===== src/rtl/flpa_pkg.sv =====
// ----------------------------------------------------------------------------
// flpa_pkg
// Shared types and fixed field widths of the free list page allocator.
// ----------------------------------------------------------------------------
package flpa_pkg;

  localparam int PAGE_W      = 10;  // page_in, page_out, head_after
  localparam int COUNT_W     = 11;  // pages_after
  localparam int STATUS_W    = 2;
  localparam int IN_TDATA_W  = 16;  // page_in, zero filled to 2 bytes
  localparam int OUT_TDATA_W = 32;  // page_out, head_after, pages_after, zero fill

  typedef enum logic {
    OP_ALLOC = 1'b0,
    OP_FREE  = 1'b1
  } opcode_t;

  typedef enum logic [STATUS_W-1:0] {
    ST_OK       = 2'd0,
    ST_BAD_PAGE = 2'd1,
    ST_FULL     = 2'd2
  } status_t;

  // controller -> datapath
  typedef struct packed {
    logic load_in;    // latch the accepted item
    logic grow_step;  // write one link of a new batch
    logic commit;     // update head/count and load the result register
  } dp_cmd_t;

  // datapath -> controller
  typedef struct packed {
    logic need_grow;  // current item is an alloc that grows the store
    logic grow_last;  // this grow step writes the final link
  } dp_stat_t;

endpackage


===== src/rtl/flpa_ctrl.sv =====
// ----------------------------------------------------------------------------
// flpa_ctrl
// Sequencer: accept, decide, run the batch link writes, hand off the result.
// ----------------------------------------------------------------------------
module flpa_ctrl (
  input  logic               clk,
  input  logic               rst_n,
  input  logic               in_tvalid,
  output logic               in_tready,
  output logic               out_tvalid,
  input  logic               out_tready,
  output flpa_pkg::dp_cmd_t  cmd,
  input  flpa_pkg::dp_stat_t stat
);

  typedef enum logic [3:0] {
    S_IDLE = 4'b0001,
    S_EXEC = 4'b0010,
    S_GROW = 4'b0100,
    S_FIN  = 4'b1000
  } state_t;

  state_t state_r, state_nxt;
  logic   out_valid_r, out_valid_nxt;
  logic   out_free;

  assign out_free   = !out_valid_r || out_tready;
  assign out_tvalid = out_valid_r;

  always_comb begin
    state_nxt     = state_r;
    cmd           = '0;
    in_tready     = 1'b0;
    unique case (state_r)
      S_IDLE: begin
        in_tready = 1'b1;
        if (in_tvalid) begin
          cmd.load_in = 1'b1;
          state_nxt   = S_EXEC;
        end
      end
      S_EXEC: begin
        if (stat.need_grow) begin
          state_nxt = S_GROW;
        end else if (out_free) begin
          cmd.commit = 1'b1;
          state_nxt  = S_IDLE;
        end
      end
      S_GROW: begin
        cmd.grow_step = 1'b1;
        if (stat.grow_last) begin
          state_nxt = S_FIN;
        end
      end
      S_FIN: begin
        if (out_free) begin
          cmd.commit = 1'b1;
          state_nxt  = S_IDLE;
        end
      end
      default: begin
        state_nxt = S_IDLE;
      end
    endcase
  end

  always_comb begin
    if (cmd.commit) begin
      out_valid_nxt = 1'b1;
    end else if (out_tready) begin
      out_valid_nxt = 1'b0;
    end else begin
      out_valid_nxt = out_valid_r;
    end
  end

  always_ff @(posedge clk) begin
    if (!rst_n) begin
      state_r     <= S_IDLE;
      out_valid_r <= 1'b0;
    end else begin
      state_r     <= state_nxt;
      out_valid_r <= out_valid_nxt;
    end
  end

endmodule


===== config.mk =====
export PLATFORM = sky130hd
export DESIGN_NAME = flpa_ctrl
export DESIGN_NICKNAME = d
export VERILOG_FILES = /design/src/rtl/flpa_pkg.sv /design/src/rtl/flpa_ctrl.sv
export SDC_FILE = /design/constraint.sdc
export NUM_CORES = 1
export LEC_CHECK = 0
export BUFFER_PORTS_ARGS = -buffer_cell sky130_fd_sc_hd__buf_2
export CAP_MARGIN = 40
export CORE_AREA = 5 5 42 44
export DETAILED_ROUTE_END_ITERATION = 7
export DIE_AREA = 0 0 47 49
export PLACE_DENSITY = 0.48
export SYNTH_ARGS = -nofsm -noshare
export SYNTH_HDL_FRONTEND = slang
export SYNTH_SLANG_ARGS = --single-unit

===== constraint.sdc =====
create_clock -name clk -period 2.1 [get_ports clk]
set_clock_uncertainty 0.1 [all_clocks]
set_input_delay 0.42 -clock clk [delete_from_list [all_inputs] [get_ports clk]]
set_output_delay 0.42 -clock clk [all_outputs]
set_load 0.02 [all_outputs]

==> results.yml <==
floorplan:
  die_w_um: 47
  die-area_mm2: 0.002303
  core-area_mm2: 0.001401
  die_h_um: 49
  rows: 14
  start_util_pct: 26.79
  pin_count: 11
power:
  vdd_drop_max_uv: 351.3
  clock_power_share_pct: 20.8
  switching_share_pct: 38.62
  comb_power_share_pct: 52.0
  p_int_mw: 0.3283
  pwr-share-seq_pct: 27.2
  leakage_nw: 0.1720
  p_sw_mw: 0.2066
  power_density_mw_per_mm2: 1140
synth:
  ys.flop_type: "dfxtp_1"
  synth-seq-cells: 5
  yosysWarningCount: 0
  synth_top_area_share_pct: 26.67
  syn_inst: 38
  async_reset_ff_share_pct: 0
  synth.area.top_cells: "dfxtp_1 (27%), a2111oi_4 (7.3%), buf_6 (6.0%), nor4b_1 (4.7%), a211oi_1 (4.0%)"
  synth_area_per_cell_um2: 9.878
  seq_area_frac_synth_pct: 26.67
  yosys.area.top_type: "dfxtp_1"
  syn_area_um2: 375.4
  ys_types: 27
  synthesis.nets: 44
  synth_edf_count: 0
  synth_most_common_cell: "dfxtp_1"
cts:
  htree_levels: 1
  path_clk_slew_ns: 0.05
  clockBufferDepth: 2
  postCtsHoldBufs: 0
  cts-root-buf: "clkbuf_4"
  cts.sinks: 5
  postCtsSetupBuffers: 0
  cts_tree: "done"
  clkLatencyLatePin_ns: 0.24
  cts_buffers: 3
global_route:
  grt-ovfl-total: 0
  grt_pass1_vias: 289
  grt_pass1_wl_mm: 1.242
  antenna_found_initial: 0
  grtUsageTotal_pct: 7.687
  grt_max_degree: 13
route:
  viasPerCell: 4.881
  wl_per_cell_um: 11.34
  drtIter0Drc: 11
  wl_um: 760
  drt_first_pass_iters: 4
  drc: 0
  ant_nets: 0
  num_vias: 327
setup_path:
  end_kind: "output pin"
  crit_type: "reg2out"
  crit_slowest_cell: "or3b_4"
  cp_slowest_stage_delay_ns: 0.39
  start_kind: "register"
  r2r-start: "state_r[2]"
  path_max_fanout: 4
  cp.arrival_ns: 1.52
  cp_data_required_time_ns: 1.58
  cp-startpoint: "state_r[1]"
  crit_family: "simple AND/OR/NAND/NOR gates"
  crit_chain: "or3b_4 -> a2111oi_4 -> buf_4"
  path_buf_inv: 1
sta:
  final.period_utilization_pct: 97.33
  relSlewSlack_pct: 67.61
  tightestPinTransition_ns: 0.4852
  tns_ns: 0
  min_period_ns: 2.044
  rsz0062_at_grt: "true"
  setup_viol: 0
  setup_slack_ns: 0.05604
  final-hold-violation-count: 0
  max_freq_mhz: 489.2
  slew_violations: 0
final_layout:
  finalNetCount: 58
  area_delta_synth_final_pct: 25.00
  nFillCells: 157
  drive_gt1_share_pct: 47.06
  diodes: 0
  final_cell_area_um2: 469.2
placed_design:
  gp_routability_congestion: 0.7188
  post-dp-hpwl_um: 593.3
  postPlaceCellArea_um2: 436.7
  portBuffers: 10
  dp_worst_setup_slack_ns: 0.1086
run:
  cap_violations: 0
min_path:
  hold_class: "in2reg"
  holdCritStartpoint: "rst_n"
outcome:
  status: "finished, final reports clean"
## logic make-up after synthesis
logic type | Yosys count | share of synthesized area (%)
AOI/OAI and AO/OA | 11 | 26.67
xor gates and xnor gates | 1 | 2.334
buffers and inverters | 6 | 12.00
DFF | 5 | 26.67
and+or+nand+nor | 15 | 32.33
## final cells by class
| class | instances | area (µm²) | share of cell area (%) |
|---|---|---|---|
| inverters | 2 | 7.507 | 1.600 |
| multi-input cells | 27 | 236.5 | 50.40 |
| flip-flops and latches | 5 | 103.9 | 22.13 |
| clock buffers | 4 | 26.28 | 5.600 |
| repair buffers | 13 | 75.07 | 16.00 |
| well taps | 16 | 20.02 | 4.267 |
## sequential cells by signal, summed over array words and instances, names as in the netlist
register / flops
out_tvalid: 1
state_r: 4
## routing by layer
layer | track usage [%] | routed length, µm | vias up
met4 | 4.147 | 0 | 0
met2 | 9.050 | 353 | 10
met5 | 0 | 0 | -
li1 | - | - | 167
met3 | 4.797 | 65 | 0
met1 | 10.38 | 341 | 150
## path summary, 6_finish.rpt
| kind | endpoint | slack [ns] | cells past startpoint |
|---|---|---|---|
| hold / removal | out_tvalid | 0.31 | 2 |
| setup reg to reg | state_r[3] | 0.35 | 4 |
| setup / recovery | cmd[0] | 0.06 | 3 |
| hold reg to reg | state_r[1] | 0.52 | 2 |
## per-stage QoR
stage | utilization (%) | hold WS, ns | total power [mW] | instances
global placement | 31.16 | 0.5572 | 0.4272 | 63
floorplan | - | 0.4378 | 0.3588 | 38
detailed placement | 31.16 | 0.5540 | 0.4214 | 63
CTS | 33.30 | 0.3020 | 0.5423 | 67
finish | 33.48 | 0.3118 | 0.5349 | 67
global route | 33.48 | 0.3235 | 0.5788 | 67
## placed cells by master, fill, tap and decap left out, types with 2 or more instances in the layout
master,netlist,layout
buf_2,0,9
dfxtp_1,5,4
buf_4,2,4
clkbuf_4,0,3
nand2b_1,2,2
nor4b_2,1,2
inv_1,2,2
o21a_1,2,2
a211oi_1,2,2
## timing repair
| item | CTS | global route |
|---|---|---|
| cloned | 0 | 0 |
| resized for setup | 2 | 1 |
| hold endpoints to repair | 0 | 0 |
| setup endpoints to repair | 1 | 1 |
## power groups by stage
stage | Combinational [mW] | Clock, mW | Sequential [mW]
after floorplan | 0.219 | 0 | 0.140
after global placement | 0.285 | 0 | 0.142
after detailed placement | 0.280 | 0 | 0.141
after CTS | 0.282 | 0.118 | 0.142
after global routing | 0.303 | 0.126 | 0.150
final | 0.278 | 0.111 | 0.146
Note: power is estimated with default switching activity, not from simulation.
